## config.mk

```make
export PLATFORM = sky130hd
export DESIGN_NAME = slt_back
export DESIGN_NICKNAME = d
export VERILOG_FILES = /design/src/hdl/slt_pkg.sv /design/src/hdl/slt_back.sv
export SDC_FILE = /design/constraint.sdc
export NUM_CORES = 2
export LEC_CHECK = 0
export BUFFER_PORTS_ARGS = -buffer_cell sky130_fd_sc_hd__clkbuf_2
export CAP_MARGIN = 20
export CORE_MARGIN = 5
export CORE_UTILIZATION = 65
export CTS_BUF_LIST = sky130_fd_sc_hd__clkbuf_16
export CTS_CLUSTER_SIZE = 40
export DETAILED_ROUTE_END_ITERATION = 8
export HOLD_SLACK_MARGIN = 0.12
export MAX_ROUTING_LAYER = met4
export PLACE_DENSITY = 0.89
export SYNTH_ARGS = -nofsm -noshare
export SYNTH_HDL_FRONTEND = slang
export SYNTH_SLANG_ARGS = --single-unit
```

## constraint.sdc

```tcl
create_clock -name clk -period 21 [get_ports clk]
set_input_delay 0 -clock clk [delete_from_list [all_inputs] [get_ports clk]]
set_output_delay 0 -clock clk [all_outputs]
set_load 0.03 [all_outputs]
```

## src/hdl/slt_pkg.sv

```systemverilog
// shared constants, types and the sine table of the sprite line transform
`timescale 1ns / 1ps
`default_nettype none

package slt_pkg;

  localparam int SPRITE_SLOTS     = 16;
  localparam int LINES_PER_SPRITE = 10;
  localparam int SCREEN_WIDTH     = 1024;
  localparam int SCREEN_HEIGHT    = 768;

  localparam int ENDS_PER_SPRITE = 2 * LINES_PER_SPRITE;
  localparam int POINT_DEPTH     = SPRITE_SLOTS * ENDS_PER_SPRITE;
  localparam int ADDR_W          = $clog2(POINT_DEPTH);
  localparam int SLOT_W          = (SPRITE_SLOTS > 1) ? $clog2(SPRITE_SLOTS) : 1;
  localparam int CNT_W           = $clog2(LINES_PER_SPRITE + 1);
  localparam int LIDX_W          = (LINES_PER_SPRITE > 1) ? $clog2(LINES_PER_SPRITE) : 1;

  // request field widths
  localparam int CMD_W   = 2;
  localparam int SEL_W   = 4;
  localparam int IDX_W   = 5;
  localparam int COORD_W = 8;
  localparam int TOTAL_W = 4;
  localparam int ANGLE_W = 10;
  localparam int SCALE_W = 16;
  localparam int DISP_W  = 16;
  localparam int POINT_W = 2 * COORD_W;
  localparam int TRIG_W  = 16;

  localparam int IN_FIELDS_W  = SEL_W + IDX_W + 2 * COORD_W + TOTAL_W + ANGLE_W
                                + SCALE_W + 2 * DISP_W;
  localparam int IN_DATA_W    = ((IN_FIELDS_W + 7) / 8) * 8;
  localparam int OUT_W        = 13;
  localparam int OUT_FIELDS_W = 4 * OUT_W;
  localparam int OUT_DATA_W   = ((OUT_FIELDS_W + 7) / 8) * 8;

  // datapath widths
  localparam int ROT_W     = COORD_W + TRIG_W + 1;
  localparam int PROD_W    = ROT_W + SCALE_W + 1;
  localparam int SUM_W     = PROD_W + 1;
  localparam int FRAC_W    = 22;
  localparam int SHIFT_POS = 18;

  localparam int QUEUE_DEPTH = 2;
  localparam int QPTR_W      = (QUEUE_DEPTH > 1) ? $clog2(QUEUE_DEPTH) : 1;
  localparam int QCNT_W      = $clog2(QUEUE_DEPTH + 1);

  typedef enum logic [CMD_W-1:0] {
    CMD_WR_POINT = 2'd0,
    CMD_WR_COUNT = 2'd1,
    CMD_DRAW     = 2'd2
  } cmd_t;

  typedef struct packed {
    logic [ADDR_W-1:0]        base;
    logic [CNT_W-1:0]         lines;
    logic signed [TRIG_W-1:0] sin_q;
    logic signed [TRIG_W-1:0] cos_q;
    logic [SCALE_W-1:0]       scale;
    logic signed [DISP_W-1:0] dx;
    logic signed [DISP_W-1:0] dy;
  } draw_req_t;

  typedef struct packed {
    logic full;
    logic empty;
  } q_stat_t;

  // quarter wave of round(16384*sin), worked out at elaboration
  typedef logic [14:0] qsine_tab_t [257];

  function automatic logic [63:0] udiv64(input logic [63:0] num, input logic [63:0] den);
    logic [63:0] quo;
    logic [64:0] rem;
    quo = '0;
    rem = '0;
    for (int b = 63; b >= 0; b--) begin
      rem = {rem[63:0], num[b]};
      if (rem >= {1'b0, den}) begin
        rem    = rem - {1'b0, den};
        quo[b] = 1'b1;
      end
    end
    return quo;
  endfunction

  function automatic qsine_tab_t build_qsine();
    qsine_tab_t   tab;
    logic [63:0]  step;
    logic [63:0]  x;
    logic [63:0]  x2;
    logic [63:0]  term;
    logic [63:0]  sum;
    logic [63:0]  den;
    logic [127:0] prod;
    step = 64'h3243F6A8885A308D >> 9;
    for (int k = 0; k <= 256; k++) begin
      x    = step * 64'(k);
      prod = {64'b0, x} * {64'b0, x};
      x2   = prod[123:60];
      term = x;
      sum  = x;
      for (int n = 1; n < 40; n++) begin
        if (term != 64'd0) begin
          prod = {64'b0, term} * {64'b0, x2};
          den  = 64'((2 * n) * (2 * n + 1));
          term = udiv64(prod[123:60], den);
          if (n[0]) begin
            sum = sum - term;
          end else begin
            sum = sum + term;
          end
        end
      end
      tab[k] = 15'((sum + (64'd1 << 45)) >> 46);
    end
    return tab;
  endfunction

  localparam qsine_tab_t QSINE = build_qsine();

  function automatic logic signed [TRIG_W-1:0] sine_at(input logic [ANGLE_W-1:0] k);
    logic [8:0]  ridx;
    logic [14:0] mag;
    ridx = k[8] ? (9'd256 - {1'b0, k[7:0]}) : {1'b0, k[7:0]};
    mag  = QSINE[ridx];
    return k[9] ? -$signed({1'b0, mag}) : $signed({1'b0, mag});
  endfunction

endpackage

`default_nettype wire

```

## src/hdl/slt_back.sv

```systemverilog
// back end: walks a sprite's endpoints and transforms them onto the screen
`timescale 1ns / 1ps
`default_nettype none

module slt_back (
  input  wire logic                         clk,
  input  wire logic                         rst,
  input  wire slt_pkg::q_stat_t             q_stat,
  input  wire slt_pkg::draw_req_t           req,
  output logic                              pop,
  output logic                              back_idle,
  output logic                              ram_re,
  output logic [slt_pkg::ADDR_W-1:0]        ram_raddr,
  input  wire logic [slt_pkg::POINT_W-1:0]  ram_rdata,
  output logic                              out_valid,
  input  wire logic                         out_ready,
  output logic [slt_pkg::OUT_W-1:0]         start_x,
  output logic [slt_pkg::OUT_W-1:0]         start_y,
  output logic [slt_pkg::OUT_W-1:0]         end_x,
  output logic [slt_pkg::OUT_W-1:0]         end_y,
  output logic                              last_line
);

  localparam int QW      = slt_pkg::SUM_W - slt_pkg::FRAC_W;
  localparam int PL_W    = QW + 1;
  localparam int OUT_MAX = 2 ** (slt_pkg::OUT_W - 1) - 1;
  localparam int OUT_MIN = -(2 ** (slt_pkg::OUT_W - 1));
  localparam int HALF_X  = slt_pkg::SCREEN_WIDTH / 2;
  localparam int HALF_Y  = slt_pkg::SCREEN_HEIGHT / 2;

  slt_pkg::draw_req_t              cur;
  logic                            active;
  logic [slt_pkg::LIDX_W-1:0]      line_idx;
  logic                            end_sel;
  logic                            adv;
  logic                            issue;
  logic                            is_last;

  logic                            b_v, b_end, b_last;
  logic                            c_v, c_end, c_last;
  logic                            d_v, d_end, d_last;
  logic                            e_v, e_end, e_last;

  logic signed [slt_pkg::COORD_W-1:0] px_in;
  logic signed [slt_pkg::COORD_W-1:0] py_in;
  logic signed [slt_pkg::ROT_W-1:0]   rot_x, rot_y, c_rx, c_ry;
  logic signed [slt_pkg::SCALE_W:0]   scale_s;
  logic signed [slt_pkg::PROD_W-1:0]  scl_x, scl_y, d_px, d_py;
  logic signed [slt_pkg::SUM_W-1:0]   sum_x, sum_y, e_sx, e_sy;
  logic [slt_pkg::OUT_W-1:0]          pl_x, pl_y;
  logic [slt_pkg::OUT_W-1:0]          hold_x, hold_y;

  // truncate toward zero, centre and saturate
  function automatic logic [slt_pkg::OUT_W-1:0] place(
    input logic signed [slt_pkg::SUM_W-1:0] s,
    input int                               half
  );
    logic signed [QW-1:0]   q;
    logic                   corr;
    logic signed [PL_W-1:0] v;
    logic [slt_pkg::OUT_W-1:0] r;
    q    = $signed(s[slt_pkg::SUM_W-1:slt_pkg::FRAC_W]);
    corr = s[slt_pkg::SUM_W-1] && (s[slt_pkg::FRAC_W-1:0] != '0);
    v    = PL_W'(q) + (corr ? PL_W'(half + 1) : PL_W'(half));
    if (v > PL_W'(OUT_MAX)) begin
      r = slt_pkg::OUT_W'(OUT_MAX);
    end else if (v < PL_W'(OUT_MIN)) begin
      r = slt_pkg::OUT_W'(OUT_MIN);
    end else begin
      r = v[slt_pkg::OUT_W-1:0];
    end
    return r;
  endfunction

  assign adv       = !out_valid || out_ready;
  assign back_idle = !active && !b_v && !c_v && !d_v && !e_v;
  assign pop       = back_idle && !q_stat.empty;
  assign issue     = active && adv;
  assign is_last   = slt_pkg::CNT_W'(line_idx) == (cur.lines - slt_pkg::CNT_W'(1));

  assign ram_re    = issue;
  assign ram_raddr = cur.base + slt_pkg::ADDR_W'({line_idx, end_sel});

  // rotation on the endpoint read from the store
  assign px_in = $signed(ram_rdata[slt_pkg::POINT_W-1:slt_pkg::COORD_W]);
  assign py_in = $signed(ram_rdata[slt_pkg::COORD_W-1:0]);
  assign rot_x = slt_pkg::ROT_W'(px_in) * slt_pkg::ROT_W'(cur.cos_q)
               - slt_pkg::ROT_W'(py_in) * slt_pkg::ROT_W'(cur.sin_q);
  assign rot_y = slt_pkg::ROT_W'(py_in) * slt_pkg::ROT_W'(cur.cos_q)
               + slt_pkg::ROT_W'(px_in) * slt_pkg::ROT_W'(cur.sin_q);

  // scale
  assign scale_s = $signed({1'b0, cur.scale});
  assign scl_x   = c_rx * scale_s;
  assign scl_y   = c_ry * scale_s;

  // displacement in the same binary point
  assign sum_x = slt_pkg::SUM_W'(d_px) + (slt_pkg::SUM_W'(cur.dx) <<< slt_pkg::SHIFT_POS);
  assign sum_y = slt_pkg::SUM_W'(d_py) + (slt_pkg::SUM_W'(cur.dy) <<< slt_pkg::SHIFT_POS);

  assign pl_x = place(e_sx, HALF_X);
  assign pl_y = place(e_sy, HALF_Y);

  always_ff @(posedge clk) begin
    if (rst) begin
      active    <= 1'b0;
      line_idx  <= '0;
      end_sel   <= 1'b0;
      b_v       <= 1'b0;
      c_v       <= 1'b0;
      d_v       <= 1'b0;
      e_v       <= 1'b0;
      out_valid <= 1'b0;
    end else begin
      if (pop) begin
        active   <= 1'b1;
        line_idx <= '0;
        end_sel  <= 1'b0;
      end else if (issue) begin
        end_sel <= ~end_sel;
        if (end_sel) begin
          if (is_last) begin
            active <= 1'b0;
          end else begin
            line_idx <= line_idx + slt_pkg::LIDX_W'(1);
          end
        end
      end
      if (adv) begin
        b_v       <= issue;
        c_v       <= b_v;
        d_v       <= c_v;
        e_v       <= d_v;
        out_valid <= e_v && e_end;
      end
    end
  end

  always_ff @(posedge clk) begin
    if (pop) begin
      cur <= req;
    end
    if (adv) begin
      b_end  <= end_sel;
      b_last <= is_last;
      c_end  <= b_end;
      c_last <= b_last;
      c_rx   <= rot_x;
      c_ry   <= rot_y;
      d_end  <= c_end;
      d_last <= c_last;
      d_px   <= scl_x;
      d_py   <= scl_y;
      e_end  <= d_end;
      e_last <= d_last;
      e_sx   <= sum_x;
      e_sy   <= sum_y;
      if (e_v && !e_end) begin
        hold_x <= pl_x;
        hold_y <= pl_y;
      end
      if (e_v && e_end) begin
        start_x   <= hold_x;
        start_y   <= hold_y;
        end_x     <= pl_x;
        end_y     <= pl_y;
        last_line <= e_last;
      end
    end
  end

endmodule

`default_nettype wire

```

==> impl_metrics.csv <==
group,metric,value,unit
outcome,run_status,"finished clean",
global_route,groute.usage.overall,0.303,
yosys,post_synth_main_area_contributors,"fa_1 41%, edfxtp_1 19%, inv_1 9.4%",
timing,fin_skew,0.0323,ns
timing,slew_headroom,0.255,
yosys,yosysWarnings,0,
floorplan,chipWidth,322,um
detailed_routing,drt-total-wl,147000,um
worst_setup_path,reg2reg_to,"d_py[40]",
timing,grt_setup_unrepaired,"no",
worst_setup_path,crit_cells,22,
clock_network,clock_tree_from_tritoncts,"yes",
worst_setup_path,r2r_setup_slack,13.42,ns
place,numPortBuffers,178,
worst_setup_path,start_kind,"flop",
floorplan,io-pin-count,180,
cells_and_area,final.fill_count,6263,
place,pre_cts_slack,13.66,ns
job,max-cap-violations,0,
worst_setup_path,cp_common_cell,"fa_1",
yosys,synth-main-ff-cell,"edfxtp_1",
worst_setup_path,critical_path.startpoint,"cur[34]",
cells_and_area,final_layout_size_suffix_gt1_frac,0.0470,
clock_network,clock_tree.buffer_depth,3,
yosys,post_synth_top_area_cell,"fa_1",
worst_setup_path,timing.critical_path.max_delay_family,"adder cells",
yosys,syn_avg_cell_area,10.0,um^2
yosys,synth.ff_latch_count,411,
timing,setup_viol_count_final,0,
clock_network,worst_setup_hold_path_clk_slew,0.06,ns
timing,period_needed,7.58,ns
cells_and_area,flow.area_growth_from_synthesis,8.41,%
timing,hold_viol,0,
global_route,grt_remaining_overflow,0,
hold_path,worst_hold_path_type,"in -> reg",
clock_network,cts.repair.resized,0,
floorplan,fp.dieArea,104000,um^2
global_route,vias_in_the_first_global_route,50800,
cells_and_area,finalNonFillerCells,7829,
worst_setup_path,ff2ff_path_depth,22,
clock_network,worstSkewPairLatency,0.65,ns
worst_setup_path,cp_slowest_cell,"fa_1",
yosys,syn-cell-area,63200,um^2
detailed_routing,num_vias,44900,
worst_setup_path,critPathCaptureType,"flop",
yosys,postSynth.asyncResetShare,0,
global_route,first_pass_grt_wire_length,247000,um
yosys,synth_nets,8119,
worst_setup_path,setup.worst_path.end,"d_py[40]",
timing,finalMaxSlewViolations,0,
worst_setup_path,worstPathCellList,"buf_4, nand2_1, fa_1, inv_1, fa_1, ha_1, fa_1, inv_1, fa_1, fa_1, inv_1, ha_1, a21o_1, or3_1, o21a_1, o31ai_1, o211ai_1, a311oi_2, o2111ai_1, a311o_1, a21oi_1, xnor2_1",
cells_and_area,seqCellArea,12200,um^2
timing,max_clock_freq,132,MHz
yosys,synthCells,6301,
global_route,grt_start_max_net_pins,73,
yosys,synth.lib_cells_used.distinct,70,
place,gp_routability_congestion,0.881,
place,place_hpwl,105000,um
worst_setup_path,critical_path.n_buffers_inverters,4,
global_route,initial_antenna_violation_count,1,
worst_setup_path,critical_path_peak_fanout,50,
cells_and_area,fin_nets,8328,
worst_setup_path,path_class,"reg -> reg",
detailed_routing,drt_pass_1_iters,6,
detailed_routing,detail_route.drc_violations,0,
yosys,synth_enable_flop_cells,400,
timing,timing.setup.tns,0,ns
timing,fin_ws,13.42,ns
detailed_routing,routed_wire_length_per_instance,18.8,um
floorplan,core,96600,um^2
floorplan,fp.dieH,322,um
detailed_routing,dr.first_iter.drc_count,3509,
worst_setup_path,r2r-start,"cur[34]",
floorplan,initial_util,0.655,
timing,max_slew.worst_pin.slew,1.12,ns
cells_and_area,multi_input_area,44200,um^2
clock_network,clock-sinks,411,
clock_network,htree_levels,2,
clock_network,cts_root_buf,"clkbuf_16",
place,cells_after_dpl,7553,
worst_setup_path,crit_arrival,7.97,ns
worst_setup_path,worst_ep_required_time,21.39,ns
yosys,synthDominantCellAreaShare,0.408,
worst_setup_path,critical-path-max-stage-delay,0.58,ns
detailed_routing,via_density,5.74,
yosys,synth_seq_area_share,0.193,
detailed_routing,route.antenna.remaining_nets,0,
timing,final.period_utilization,0.361,
clock_network,numCtsBuffers,50,
floorplan,num_rows,114,
per-layer routing:
metal / routed length (um) / up-vias / track usage
met4: 7440 / 0 / 0.131
met3: 13100 / 559 / 0.0514
met5: 0 / - / -
met1: 53100 / 22800 / 0.369
li1: - / 19200 / -
met2: 73800 / 2348 / 0.504
layout by cell type (no fill, tap or decap), types with 9 or more instances in the layout:
cell	n
nor3_1	25
a211o_1	11
nand4_1	21
xor2_1	56
edfxtp_1	400
buf_4	29
a31oi_1	12
nor2b_1	21
o21ai_0	43
and3_1	23
o21bai_1	14
nand2b_1	44
a21o_1	49
dfxtp_1	11
clkbuf_16	50
nor2_1	136
nor4_1	13
inv_1	1592
ha_1	416
or3_1	13
clkbuf_2	178
and2_1	564
nand3_1	36
o21a_1	29
fa_1	1288
nand2_1	771
clkinv_1	11
o31ai_1	9
o21ai_1	49
a211oi_1	13
a21oi_1	136
xnor2_1	171
dlygate4sd3_1	180
timing repair:
action / 4_1_cts / 5_1_grt
endpoints found under the setup margin: 0 / 0
hold buffers: 180 / 0
endpoints found under the hold margin: 113 / 0
buffers inserted: 0 / 0
per-stage QoR:
step,hold slack [ns],instance area [um^2],utilization
finish,0.163,68600,0.710
CTS,0.123,68500,0.710
detailed placement,0.179,65100,0.674
global placement,0.177,65100,0.674
global route,0.132,68500,0.710
floorplan,0.0691,63200,-
worst min-delay path by stage:
stage | slack, ns | from | cells past startpoint | endpoint
2_1_floorplan | 0.07 | rst | 1 | b_v
3_3_place_gp | 0.18 | req[63] | 1 | cur[63]
3_5_place_dp | 0.18 | req[75] | 1 | cur[75]
4_1_cts | 0.12 | req[44] | 2 | cur[44]
5_1_grt | 0.13 | req[50] | 2 | cur[50]
6_report | 0.16 | req[64] | 2 | cur[64]
cells in the mapped netlist, types with 29 or more instances:
| library cell | number |
|---|---|
| o21a_1 | 29 |
| edfxtp_1 | 400 |
| clkbuf_1 | 226 |
| a21o_1 | 49 |
| nand2_1 | 771 |
| o21ai_0 | 43 |
| nor2_1 | 137 |
| nand2b_1 | 45 |
| and2_1 | 564 |
| xor2_1 | 56 |
| xnor2_1 | 171 |
| fa_1 | 1288 |
| o21ai_1 | 49 |
| ha_1 | 416 |
| nand3_1 | 36 |
| a21oi_1 | 136 |
| inv_1 | 1585 |
flip-flops by register name, indices dropped and copies added, names as in the netlist, 4 cells and up:
| signal | flops |
|---|---|
| cur | 93 |
| e_sx | 43 |
| e_sy | 43 |
| d_px | 42 |
| d_py | 42 |
| c_rx | 25 |
| c_ry | 25 |
| end_x | 13 |
| end_y | 13 |
| hold_x | 13 |
| hold_y | 13 |
| start_x | 13 |
| start_y | 13 |
| line_idx | 4 |
area by class of cell:
class / count / area share
Multi-Input combinational cell: 4075 / 0.645
Sequential cell: 411 / 0.178
Inverter: 1585 / 0.0868
Timing Repair Buffer: 387 / 0.0425
Tap cell: 1276 / 0.0233
Clock buffer: 50 / 0.0183
Clock inverter: 43 / 0.00600
Antenna cell: 2 / 0.0000730
logic make-up after synthesis:
group / synth area share
AOI/OAI and AO/OA: 0.0448
xor gates and xnor gates: 0.0314
adders and majority gates: 0.490
buffers and inverters: 0.108
DFF: 0.193
muxes: 0.000633
and+or+nand+nor: 0.132
Power is not shown: default switching activity piles up to over one toggle a cycle in this logic, so the estimate is an artifact.
