`src/hdl/slt_pkg.sv`:
```
// shared constants, types and the sine table of the sprite line transform
`timescale 1ns / 1ps
`default_nettype none

package slt_pkg;

  localparam int SPRITE_SLOTS     = 16;
  localparam int LINES_PER_SPRITE = 10;
  localparam int SCREEN_WIDTH     = 1024;
  localparam int SCREEN_HEIGHT    = 768;

  localparam int ENDS_PER_SPRITE = 2 * LINES_PER_SPRITE;
  localparam int POINT_DEPTH     = SPRITE_SLOTS * ENDS_PER_SPRITE;
  localparam int ADDR_W          = $clog2(POINT_DEPTH);
  localparam int SLOT_W          = (SPRITE_SLOTS > 1) ? $clog2(SPRITE_SLOTS) : 1;
  localparam int CNT_W           = $clog2(LINES_PER_SPRITE + 1);
  localparam int LIDX_W          = (LINES_PER_SPRITE > 1) ? $clog2(LINES_PER_SPRITE) : 1;

  // request field widths
  localparam int CMD_W   = 2;
  localparam int SEL_W   = 4;
  localparam int IDX_W   = 5;
  localparam int COORD_W = 8;
  localparam int TOTAL_W = 4;
  localparam int ANGLE_W = 10;
  localparam int SCALE_W = 16;
  localparam int DISP_W  = 16;
  localparam int POINT_W = 2 * COORD_W;
  localparam int TRIG_W  = 16;

  localparam int IN_FIELDS_W  = SEL_W + IDX_W + 2 * COORD_W + TOTAL_W + ANGLE_W
                                + SCALE_W + 2 * DISP_W;
  localparam int IN_DATA_W    = ((IN_FIELDS_W + 7) / 8) * 8;
  localparam int OUT_W        = 13;
  localparam int OUT_FIELDS_W = 4 * OUT_W;
  localparam int OUT_DATA_W   = ((OUT_FIELDS_W + 7) / 8) * 8;

  // datapath widths
  localparam int ROT_W     = COORD_W + TRIG_W + 1;
  localparam int PROD_W    = ROT_W + SCALE_W + 1;
  localparam int SUM_W     = PROD_W + 1;
  localparam int FRAC_W    = 22;
  localparam int SHIFT_POS = 18;

  localparam int QUEUE_DEPTH = 2;
  localparam int QPTR_W      = (QUEUE_DEPTH > 1) ? $clog2(QUEUE_DEPTH) : 1;
  localparam int QCNT_W      = $clog2(QUEUE_DEPTH + 1);

  typedef enum logic [CMD_W-1:0] {
    CMD_WR_POINT = 2'd0,
    CMD_WR_COUNT = 2'd1,
    CMD_DRAW     = 2'd2
  } cmd_t;

  typedef struct packed {
    logic [ADDR_W-1:0]        base;
    logic [CNT_W-1:0]         lines;
    logic signed [TRIG_W-1:0] sin_q;
    logic signed [TRIG_W-1:0] cos_q;
    logic [SCALE_W-1:0]       scale;
    logic signed [DISP_W-1:0] dx;
    logic signed [DISP_W-1:0] dy;
  } draw_req_t;

  typedef struct packed {
    logic full;
    logic empty;
  } q_stat_t;

  // quarter wave of round(16384*sin), worked out at elaboration
  typedef logic [14:0] qsine_tab_t [257];

  function automatic logic [63:0] udiv64(input logic [63:0] num, input logic [63:0] den);
    logic [63:0] quo;
    logic [64:0] rem;
    quo = '0;
    rem = '0;
    for (int b = 63; b >= 0; b--) begin
      rem = {rem[63:0], num[b]};
      if (rem >= {1'b0, den}) begin
        rem    = rem - {1'b0, den};
        quo[b] = 1'b1;
      end
    end
    return quo;
  endfunction

  function automatic qsine_tab_t build_qsine();
    qsine_tab_t   tab;
    logic [63:0]  step;
    logic [63:0]  x;
    logic [63:0]  x2;
    logic [63:0]  term;
    logic [63:0]  sum;
    logic [63:0]  den;
    logic [127:0] prod;
    step = 64'h3243F6A8885A308D >> 9;
    for (int k = 0; k <= 256; k++) begin
      x    = step * 64'(k);
      prod = {64'b0, x} * {64'b0, x};
      x2   = prod[123:60];
      term = x;
      sum  = x;
      for (int n = 1; n < 40; n++) begin
        if (term != 64'd0) begin
          prod = {64'b0, term} * {64'b0, x2};
          den  = 64'((2 * n) * (2 * n + 1));
          term = udiv64(prod[123:60], den);
          if (n[0]) begin
            sum = sum - term;
          end else begin
            sum = sum + term;
          end
        end
      end
      tab[k] = 15'((sum + (64'd1 << 45)) >> 46);
    end
    return tab;
  endfunction

  localparam qsine_tab_t QSINE = build_qsine();

  function automatic logic signed [TRIG_W-1:0] sine_at(input logic [ANGLE_W-1:0] k);
    logic [8:0]  ridx;
    logic [14:0] mag;
    ridx = k[8] ? (9'd256 - {1'b0, k[7:0]}) : {1'b0, k[7:0]};
    mag  = QSINE[ridx];
    return k[9] ? -$signed({1'b0, mag}) : $signed({1'b0, mag});
  endfunction

endpackage

`default_nettype wire

```
`src/hdl/slt_queue.sv`:
```
// short draw queue between front end and back end
`timescale 1ns / 1ps
`default_nettype none

module slt_queue (
  input  wire logic               clk,
  input  wire logic               rst,
  input  wire logic               push,
  input  wire slt_pkg::draw_req_t push_req,
  input  wire logic               pop,
  output slt_pkg::draw_req_t      pop_req,
  output slt_pkg::q_stat_t        stat
);

  slt_pkg::draw_req_t            entries [slt_pkg::QUEUE_DEPTH];
  logic [slt_pkg::QPTR_W-1:0]    wr_ptr;
  logic [slt_pkg::QPTR_W-1:0]    rd_ptr;
  logic [slt_pkg::QCNT_W-1:0]    count;

  function automatic logic [slt_pkg::QPTR_W-1:0] wrap_inc(input logic [slt_pkg::QPTR_W-1:0] p);
    return (int'(p) == slt_pkg::QUEUE_DEPTH - 1) ? '0 : p + slt_pkg::QPTR_W'(1);
  endfunction

  assign pop_req    = entries[rd_ptr];
  assign stat.full  = count == slt_pkg::QCNT_W'(slt_pkg::QUEUE_DEPTH);
  assign stat.empty = count == '0;

  always_ff @(posedge clk) begin
    if (rst) begin
      wr_ptr <= '0;
      rd_ptr <= '0;
      count  <= '0;
    end else begin
      if (push) begin
        wr_ptr <= wrap_inc(wr_ptr);
      end
      if (pop) begin
        rd_ptr <= wrap_inc(rd_ptr);
      end
      if (push && !pop) begin
        count <= count + slt_pkg::QCNT_W'(1);
      end else if (pop && !push) begin
        count <= count - slt_pkg::QCNT_W'(1);
      end
    end
  end

  always_ff @(posedge clk) begin
    if (push) begin
      entries[wr_ptr] <= push_req;
    end
  end

endmodule

`default_nettype wire

```
`config.mk`:
```
export PLATFORM = sky130hd
export DESIGN_NAME = slt_queue
export DESIGN_NICKNAME = d
export VERILOG_FILES = /design/src/hdl/slt_pkg.sv /design/src/hdl/slt_queue.sv
export SDC_FILE = /design/constraint.sdc
export NUM_CORES = 1
export LEC_CHECK = 0
export BUFFER_PORTS_ARGS = -buffer_cell sky130_fd_sc_hd__buf_2
export CORE_MARGIN = 2
export CORE_UTILIZATION = 40
export CTS_CLUSTER_SIZE = 25
export DETAILED_ROUTE_END_ITERATION = 8
export PLACE_DENSITY = 0.65
export SETUP_SLACK_MARGIN = 0.02
export SLEW_MARGIN = 20
export SYNTH_ARGS = -nofsm -noshare
export SYNTH_HDL_FRONTEND = slang
export SYNTH_SLANG_ARGS = --single-unit
```
`constraint.sdc`:
```
create_clock -name clk -period 6.1 [get_ports clk]
set_input_delay 0 -clock clk [delete_from_list [all_inputs] [get_ports clk]]
set_output_delay 0 -clock clk [all_outputs]
set_load 0.1 [all_outputs]
```
==> results of run 1 <==
final cells by class:
type	count	share of cell area, %
repair buffers	291	20.1
clock buffers	17	4.38
well taps	225	2.90
inverters	1	0.0387
clock inverters	15	1.97
flip-flops and latches	191	58.6
multi-input cells	109	12.0
cells by family after synthesis:
logic type,after synthesis
and+or+nand+nor,9
DFF,191
adders and majority gates,1
AOI/OAI and AO/OA,2
buffers and inverters,11
xor gates and xnor gates,4
muxes,93
repair_timing:
action / in CTS / in global routing
hold buffers: 97 / 0
setup buffers: 0 / 0
hold endpoints to repair: 191 / 0
layout by cell type, fill, tap and decap left out, drive strengths merged, types with 2 or more instances in the layout:
cell / synthesis / final
dlygate4sd3: 0 / 97
edfxtp: 186 / 186
xor2: 2 / 2
mux2: 93 / 93
nor2: 5 / 5
bufinv: 0 / 4
buf: 10 / 194
xnor2: 2 / 2
clkbuf: 0 / 17
dfxtp: 5 / 5
clkinv: 0 / 8
inv: 1 / 3
routing by layer:
layer | GRT usage, % | up-vias | share of wire (%)
met5 | 0 | - | 0
met4 | 6.77 | 0 | 2.6
met1 | 15.3 | 1873 | 40
met3 | 4.23 | 24 | 5.6
li1 | - | 1835 | -
met2 | 26.2 | 122 | 52
registers in the layout (all words and copies together) (netlist names), named ones only:
name / flops
entries: 186
rd_ptr: 1
count: 2
wr_ptr: 1
where the power goes:
| part | switching, mW | internal (mW) |
|---|---|---|
| clock | 0.453 | 0.684 |
| sequential | 0.0298 | 1.53 |
| combinational | 0.646 | 0.183 |
worst max path at each step:
stage          cells after the start  slack, ps             end      start
2_1_floorplan                      1       1100   entries[0][0]     wr_ptr
3_3_place_gp                       2       3760  entries[0][23]     wr_ptr
3_5_place_dp                       2       3720  entries[0][27]     wr_ptr
4_1_cts                            3       3470     pop_req[73]  flip-flop
5_1_grt                            3       3380     pop_req[72]  flip-flop
6_report                           3       3560     pop_req[72]  flip-flop
stage by stage:
step                      utilization, %  power [mW]  instances
after floorplan                        -        2.25        311
after global placement              47.4        2.36        720
after detailed placement            47.4        2.37        720
after CTS                           56.7        3.56        849
after global routing                56.7        3.65        849
final                               56.7        3.53        849
==> results.yml, run 1 <==
yosys:
  syn_area_sq_um: 6940
  synth_top_family_by_area: "multiplexers"
  synth_most_common_cell: "edfxtp_1"
  syn-num-nets: 409
  netlist.area_leader.share_pct: 80.5
  syn_avg_cell_area_sq_um: 22.3
  synthMuxAreaShare_pct: 15.1
  synthSimpleGateAreaFrac_pct: 0.667
  synth_xor_area_share_pct: 0.505
  ys_seq_area_share_pct: 81.9
  syn_inst: 311
  synth_top_area_cell: "edfxtp_1"
  synth_compound_area_share_pct: 0.144
  synth-main-ff-cell: "edfxtp_1"
  async_flop_share_pct: 0
  synth.distinct_cells: 16
  ys_top_cells_by_area: "edfxtp_1 80%, mux2_2 15%, dfxtp_1 1.4%"
  ys_warn_count: 0
  synth-seq-cells: 191
  synth_common_cells: "186 x edfxtp_1, 93 x mux2_2, 8 x buf_6, 5 x dfxtp_1, 5 x nor2_1"
  synth_edf_count: 186
  synth_fa_ha_area_share_pct: 0.180
sta:
  fin_crit_sh_pct: 41.7
  whs_ps: 299
  setup_slack_ps: 3560
  fin_crit_ps: 2540
  slew_headroom_pct: 35.1
  rsz0062_at_grt: "false"
  worst_pin_slew_ps: 971
  hold_violations: 0
  finalClockSkew_ps: 10.7
  fin_setup_tns_ps: 0
  setup_viol: 0
  maxSlewViolCount: 0
  fmax_mhz: 393
critical_path:
  r2r-start: "wr_ptr"
  max_stage_delay_ps: 740
  path_cells: "buf_4 > mux2_2 > buf_2"
  reg2reg_to: "entries[0][22]"
  reg2reg_depth: 2
  cp-start-kind: "flip-flop"
  worstPathArrival_ps: 2540
  cpMaxStageDelayCell: "dfxtp_4"
  critical_path_class: "reg -> out"
  worst_ep_required_time_ps: 6100
  cp_max_fo: 49
  worst-path-buf-inv: 2
  cp-end-kind: "output port"
  crit_family: "buffers and inverters"
  r2r_slack_ps: 3750
grt:
  grtUsageTotal_pct: 14.4
  grt_pass1_wl_microns: 19900
  grt_max_degree: 63
  first_global_vias: 4181
  grt_overflow: 0
  grt_antenna_before_repair: 0
cts:
  cts_buffer_depth: 2
  cts_tree: "built"
  path_clk_slew_ps: 70
  cts_sinks: 191
  ctsResizeCount: 0
  cts_made_buffers: 17
  clock-root-buffer: "clkbuf_16"
  clock_latency_ps: 420
  cts-htree-levels: 4
routing:
  postRouteAntennaNets: 0
  wirelength_microns: 13200
  via_count: 3854
  drtIter0Drc: 161
  avgRoutedWirePerCell_microns: 15.6
  first_pass_iters: 4
  routed_via_density: 4.54
  drcViolationCount: 0
hold_path:
  min_path_type: "in -> reg"
  whs_path_depth: 2
  hp-start: "push_req[81]"
  min_to: "entries[1][81]"
floorplanning:
  io_pins: 192
  die_area_sq_um: 18400
  start_util_pct: 40.5
  die_h_microns: 136
  rows: 48
  die_w_microns: 136
  core_sq_um: 17100
final_layout:
  drive_above_1_share_pct: 51.1
  n_antenna_cell: 0
  multi_input_area_sq_um: 1160
  area_delta_synth_final_pct: 39.8
  fin_nets: 709
  ff_latch_area_sq_um: 5690
  fin_area_sq_um: 9700
  n_fill_cell: 1344
placed_design:
  dp_worst_setup_slack_ps: 3720
  io_buffer_count: 191
  place_area_sq_um: 8110
  place.gp.congestion: 0.684
  dp_hpwl_microns: 7910
power:
  p_leak_nw: 3.67
  peakVddDrop_mv: 0.221
  p_per_area_nw_per_um2: 364
outcome:
  status: "completed"
flow_run:
  drv_cap: 0
No activity file was read; power rests on OpenSTA's default activity.
==> run 2: changes to the inputs <==
--- a/config.mk
+++ b/config.mk
@@ -10,7 +10,7 @@
 export CORE_UTILIZATION = 40
 export CTS_CLUSTER_SIZE = 25
 export DETAILED_ROUTE_END_ITERATION = 8
-export PLACE_DENSITY = 0.65
+export PLACE_DENSITY = 0.67
 export SETUP_SLACK_MARGIN = 0.02
 export SLEW_MARGIN = 20
 export SYNTH_ARGS = -nofsm -noshare
==> constraint.sdc (replaced) <==
create_clock -name clk -period 2.2 [get_ports clk]
set_input_delay 0 -clock clk [delete_from_list [all_inputs] [get_ports clk]]
set_output_delay 0 -clock clk [all_outputs]
set_load 0.1 [all_outputs]
==> results.yml, run 2 (synthesized netlist as in run 1, its figures left out) <==
outcome:
  status: "completed"
cts:
  cts-htree-levels: 4
  cts_buffer_depth: 2
  clock_latency_ps: 420
  path_clk_slew_ps: 60
  cts_sinks: 191
  clock-root-buffer: "clkbuf_16"
  cts_made_buffers: 17
  cts_tree: "built"
floorplanning:
  die_h_microns: 136
  die_area_sq_um: 18400
  rows: 48
  start_util_pct: 40.5
  die_w_microns: 136
  core_sq_um: 17100
  io_pins: 192
placed_design:
  place_area_sq_um: 8170
  io_buffer_count: 191
  dp_hpwl_microns: 8130
  placed_cells: 723
  place.gp.congestion: 0.690
  dp_worst_setup_slack_ps: 694
critical_path:
  cp-end-kind: "output port"
  r2r-start: "wr_ptr"
  cp-start-kind: "flip-flop"
  reg2reg_depth: 2
  crit_end: "pop_req[60]"
  critical_path_class: "reg -> out"
  worst_ep_required_time_ps: 2200
  cp_max_fo: 93
  worstPathArrival_ps: 1930
  reg2reg_to: "entries[0][57]"
  r2r_slack_ps: 780
sta:
  fin_setup_tns_ps: 0
  fin_crit_ps: 1930
  setup_slack_ps: 273
  setup_viol: 0
  hold_violations: 0
  worst_pin_slew_ps: 649
  slew_headroom_pct: 56.7
  finalClockSkew_ps: 13.8
  maxSlewViolCount: 0
  fin_crit_sh_pct: 87.6
  fmax_mhz: 519
  rsz0062_at_grt: "false"
power:
  p_leak_nw: 3.68
  p_per_area_nw_per_um2: 1000
  power.total_mw: 9.78
  peakVddDrop_mv: 0.551
final_layout:
  largest_registers: "entries (186), count (2)"
  fin_area_sq_um: 9740
  final_cell_mix: "191 x buf_2, 186 x edfxtp_1, 97 x dlygate4sd3_1, 93 x mux2_2, 17 x clkbuf_16"
  top_register: "entries"
  drive_above_1_share_pct: 51.4
  area_delta_synth_final_pct: 40.4
  instances_no_fill: 850
  fin_nets: 712
  final_common_cell: "buf_2"
  largest_reg_flops: 186
grt:
  grtUsageTotal_pct: 14.8
  grt_overflow: 0
  grt_antenna_before_repair: 1
  first_global_vias: 4170
  grt_max_degree: 94
  grt_pass1_wl_microns: 20800
routing:
  wirelength_microns: 13500
  drtIter0Drc: 237
  drcViolationCount: 0
  avgRoutedWirePerCell_microns: 15.9
  first_pass_iters: 4
  via_count: 3940
  postRouteAntennaNets: 0
  routed_via_density: 4.64
hold_path:
  min_path_type: "in -> reg"
flow_run:
  drv_cap: 0
run 2: cell types whose count changed in the layout (fill, tap and decap cells not counted):
cell / change
clkbuf_1: +1
clkinv_4: -1
buf_12: +3
clkinv_1: -3
inv_6: -1
clkinv_2: +1
diode_2: +1
run 2: area by class of cell:
type | count | area (sq um)
timing repair buffer | 294 | 2010
antenna | 1 | 2.50
multi-input combinational | 109 | 1160
clock inverter | 11 | 168
fill | 1334 | 7370
tap | 225 | 282
inverter | 1 | 3.75
sequential | 191 | 5690
clock buffer | 18 | 429
run 2: worst min-delay path by stage:
stage | startpoint | to | slack [ps] | depth (start not counted)
final | push_req[40] | entries[0][40] | 310 | 2
after global placement | push_req[23] | entries[1][23] | 190 | 1
after CTS | push_req[70] | entries[0][70] | 280 | 2
after detailed placement | push_req[55] | entries[0][55] | 190 | 1
after global routing | push_req[92] | entries[1][92] | 290 | 2
after floorplan | rst | count[1] | 70 | 1
run 2: critical path: stages (launching register included):
cell and delay [ps]:
dfxtp_4 350, buf_12 390, mux2_2 410, buf_2 290
run 2: where the power goes:
group	internal, mW	switching, mW	leakage, nW	total (mW)
sequential	4.24	0.0511	1.79	4.29
clock	1.88	1.25	0.290	3.13
combinational	0.523	1.83	1.61	2.35
run 2: layer usage:
layer / GRT usage, % / share of wire, % / vias to the layer above
met2: 25.6 / 51 / 132
met4: 5.44 / 1.5 / 0
li1: - / - / 1835
met1: 17.8 / 42 / 1960
met5: 0 / 0 / -
met3: 4.00 / 5.5 / 13
run 2: timing repair:
action                                 in CTS  in global routing
buffers inserted                            0                  0
resized for setup                           0                  0
endpoints found under the hold margin     191                  0
hold buffers                               97                  0
run 2: metrics by stage:
| stage | hold slack, ps | utilization, % |
|---|---|---|
| after global routing | 287 | 56.9 |
| after global placement | 187 | 47.8 |
| final | 305 | 56.9 |
| after floorplan | 69.1 | - |
| after CTS | 276 | 56.9 |
| after detailed placement | 192 | 47.8 |
==> run 3: changes to the inputs <==
--- a/config.mk
+++ b/config.mk
@@ -6,7 +6,6 @@
 export NUM_CORES = 1
 export LEC_CHECK = 0
 export BUFFER_PORTS_ARGS = -buffer_cell sky130_fd_sc_hd__buf_2
-export CORE_MARGIN = 2
 export CORE_UTILIZATION = 40
 export CTS_CLUSTER_SIZE = 25
 export DETAILED_ROUTE_END_ITERATION = 8
==> results.yml, run 3 (synthesized netlist as in run 1, its figures left out) <==
routing:
  via_count: 3918
  postRouteAntennaNets: 0
  drcViolationCount: 0
  wirelength_microns: 13400
  routed_via_density: 4.61
  avgRoutedWirePerCell_microns: 15.7
  first_pass_iters: 4
  drtIter0Drc: 168
grt:
  grt_pass1_wl_microns: 20700
  grtUsageTotal_pct: 15.4
  grt_antenna_before_repair: 0
  grt_overflow: 0
  first_global_vias: 4231
  grt_max_degree: 71
sta:
  fin_setup_tns_ps: 0
  whs_ps: 299
  setup_viol: 0
  slew_headroom_pct: 66.4
  maxSlewViolCount: 0
  worst_pin_slew_ps: 508
  fmax_mhz: 495
  fin_crit_ps: 2020
  rsz0062_at_grt: "false"
  setup_slack_ps: 181
  hold_violations: 0
  finalClockSkew_ps: 5.25
  fin_crit_sh_pct: 91.8
power:
  p_sw_share_pct: 32.8
  power.internal_mw: 6.44
  comb_power_share_pct: 24.4
  peakVddDrop_mv: 0.534
  p_leak_nw: 3.69
  p_sw_mw: 3.15
  p_per_area_nw_per_um2: 984
  p_seq_share_pct: 45.0
  pwr-share-clk_pct: 30.6
placed_design:
  dp_hpwl_microns: 8000
  io_buffer_count: 191
  place.gp.congestion: 0.730
  dp_worst_setup_slack_ps: 595
critical_path:
  worst_ep_required_time_ps: 2200
  cp-start-kind: "flip-flop"
  cpMaxStageDelayCell: "dfxtp_4"
  max_stage_delay_ps: 630
  path_cells: "buf_4 > mux2_2 > buf_2"
  cp_max_fo: 27
  r2r-start: "wr_ptr"
  cp-end-kind: "output port"
  critical_path_class: "reg -> out"
  worstPathArrival_ps: 2020
floorplanning:
  start_util_pct: 41.4
  die_area_sq_um: 17900
  io_pins: 192
  rows: 47
  die_w_microns: 134
  core_sq_um: 16800
  die_h_microns: 134
cts:
  postCtsSetupRepairBufs: 0
  cts_made_buffers: 17
  cts_tree: "built"
  cts-htree-levels: 4
  ctsResizeCount: 0
  cts_buffer_depth: 2
  cts_hold_buf: 97
  clock-root-buffer: "clkbuf_16"
  clock_latency_ps: 420
  cts_sinks: 191
  path_clk_slew_ps: 70
final_layout:
  largest_reg_flops: 186
  largest_registers: "entries (186), count (2)"
  drive_above_1_share_pct: 51.6
  n_antenna_cell: 0
  final_cell_mix: "191 x buf_2, 186 x edfxtp_1, 97 x dlygate4sd3_1, 93 x mux2_2, 17 x clkbuf_16"
  area_delta_synth_final_pct: 40.4
  final_common_cell: "buf_2"
  top_register: "entries"
  fin_nets: 715
outcome:
  status: "completed"
flow_run:
  drv_cap: 0
hold_path:
  min_path_type: "in -> reg"
  hp-start: "push_req[31]"
==> run 3: power by group through the flow <==
stage	combinational, mW	sequential [mW]	clock, mW
detailed placement	2.21	4.40	0
global route	2.42	4.34	3.14
finish	2.34	4.32	2.93
floorplan	1.86	4.36	0
global placement	2.19	4.39	0
CTS	2.35	4.32	3.02
==> run 3: critical path: cells and delay by family (launching register included) <==
| kind | cells | cell delay, ps |
|---|---|---|
| multiplexers | 1 | 370 |
| flip-flops | 1 | 630 |
| buffers and inverters | 2 | 590 |
==> run 3: per-stage QoR <==
step                      area [sq um]  utilization [%]  power [mW]  instances
after floorplan                   6950                -        6.23        311
after global placement            8200             48.9        6.58        721
after detailed placement          8200             48.9        6.60        721
after CTS                         9740             58.1        9.69        850
after global routing              9740             58.1        9.90        850
final                             9740             58.1        9.59        850
==> run 3: metal layers <==
metal	track usage, %	part of all wire [%]	vias up
met5	0	0	-
met4	5.93	1.4	0
li1	-	-	1850
met1	17.3	41	1927
met3	4.60	5.3	14
met2	27.4	52	127
==> run 3: final timing paths <==
path | endpoint | slack (ps) | cells past startpoint
max reg2reg | entries[1][6] | 740 | 2
min reg2reg | count[1] | 530 | 2
max | pop_req[54] | 180 | 3
min | entries[1][31] | 300 | 2
==> run 3: layout make-up <==
class / count / area, sq um
Clock inverter: 15 / 144
Tap cell: 220 / 275
Timing Repair Buffer: 297 / 2040
Inverter: 1 / 3.75
Multi-Input combinational cell: 109 / 1160
Sequential cell: 191 / 5690
Clock buffer: 17 / 425
Fill cell: 1294 / 7020
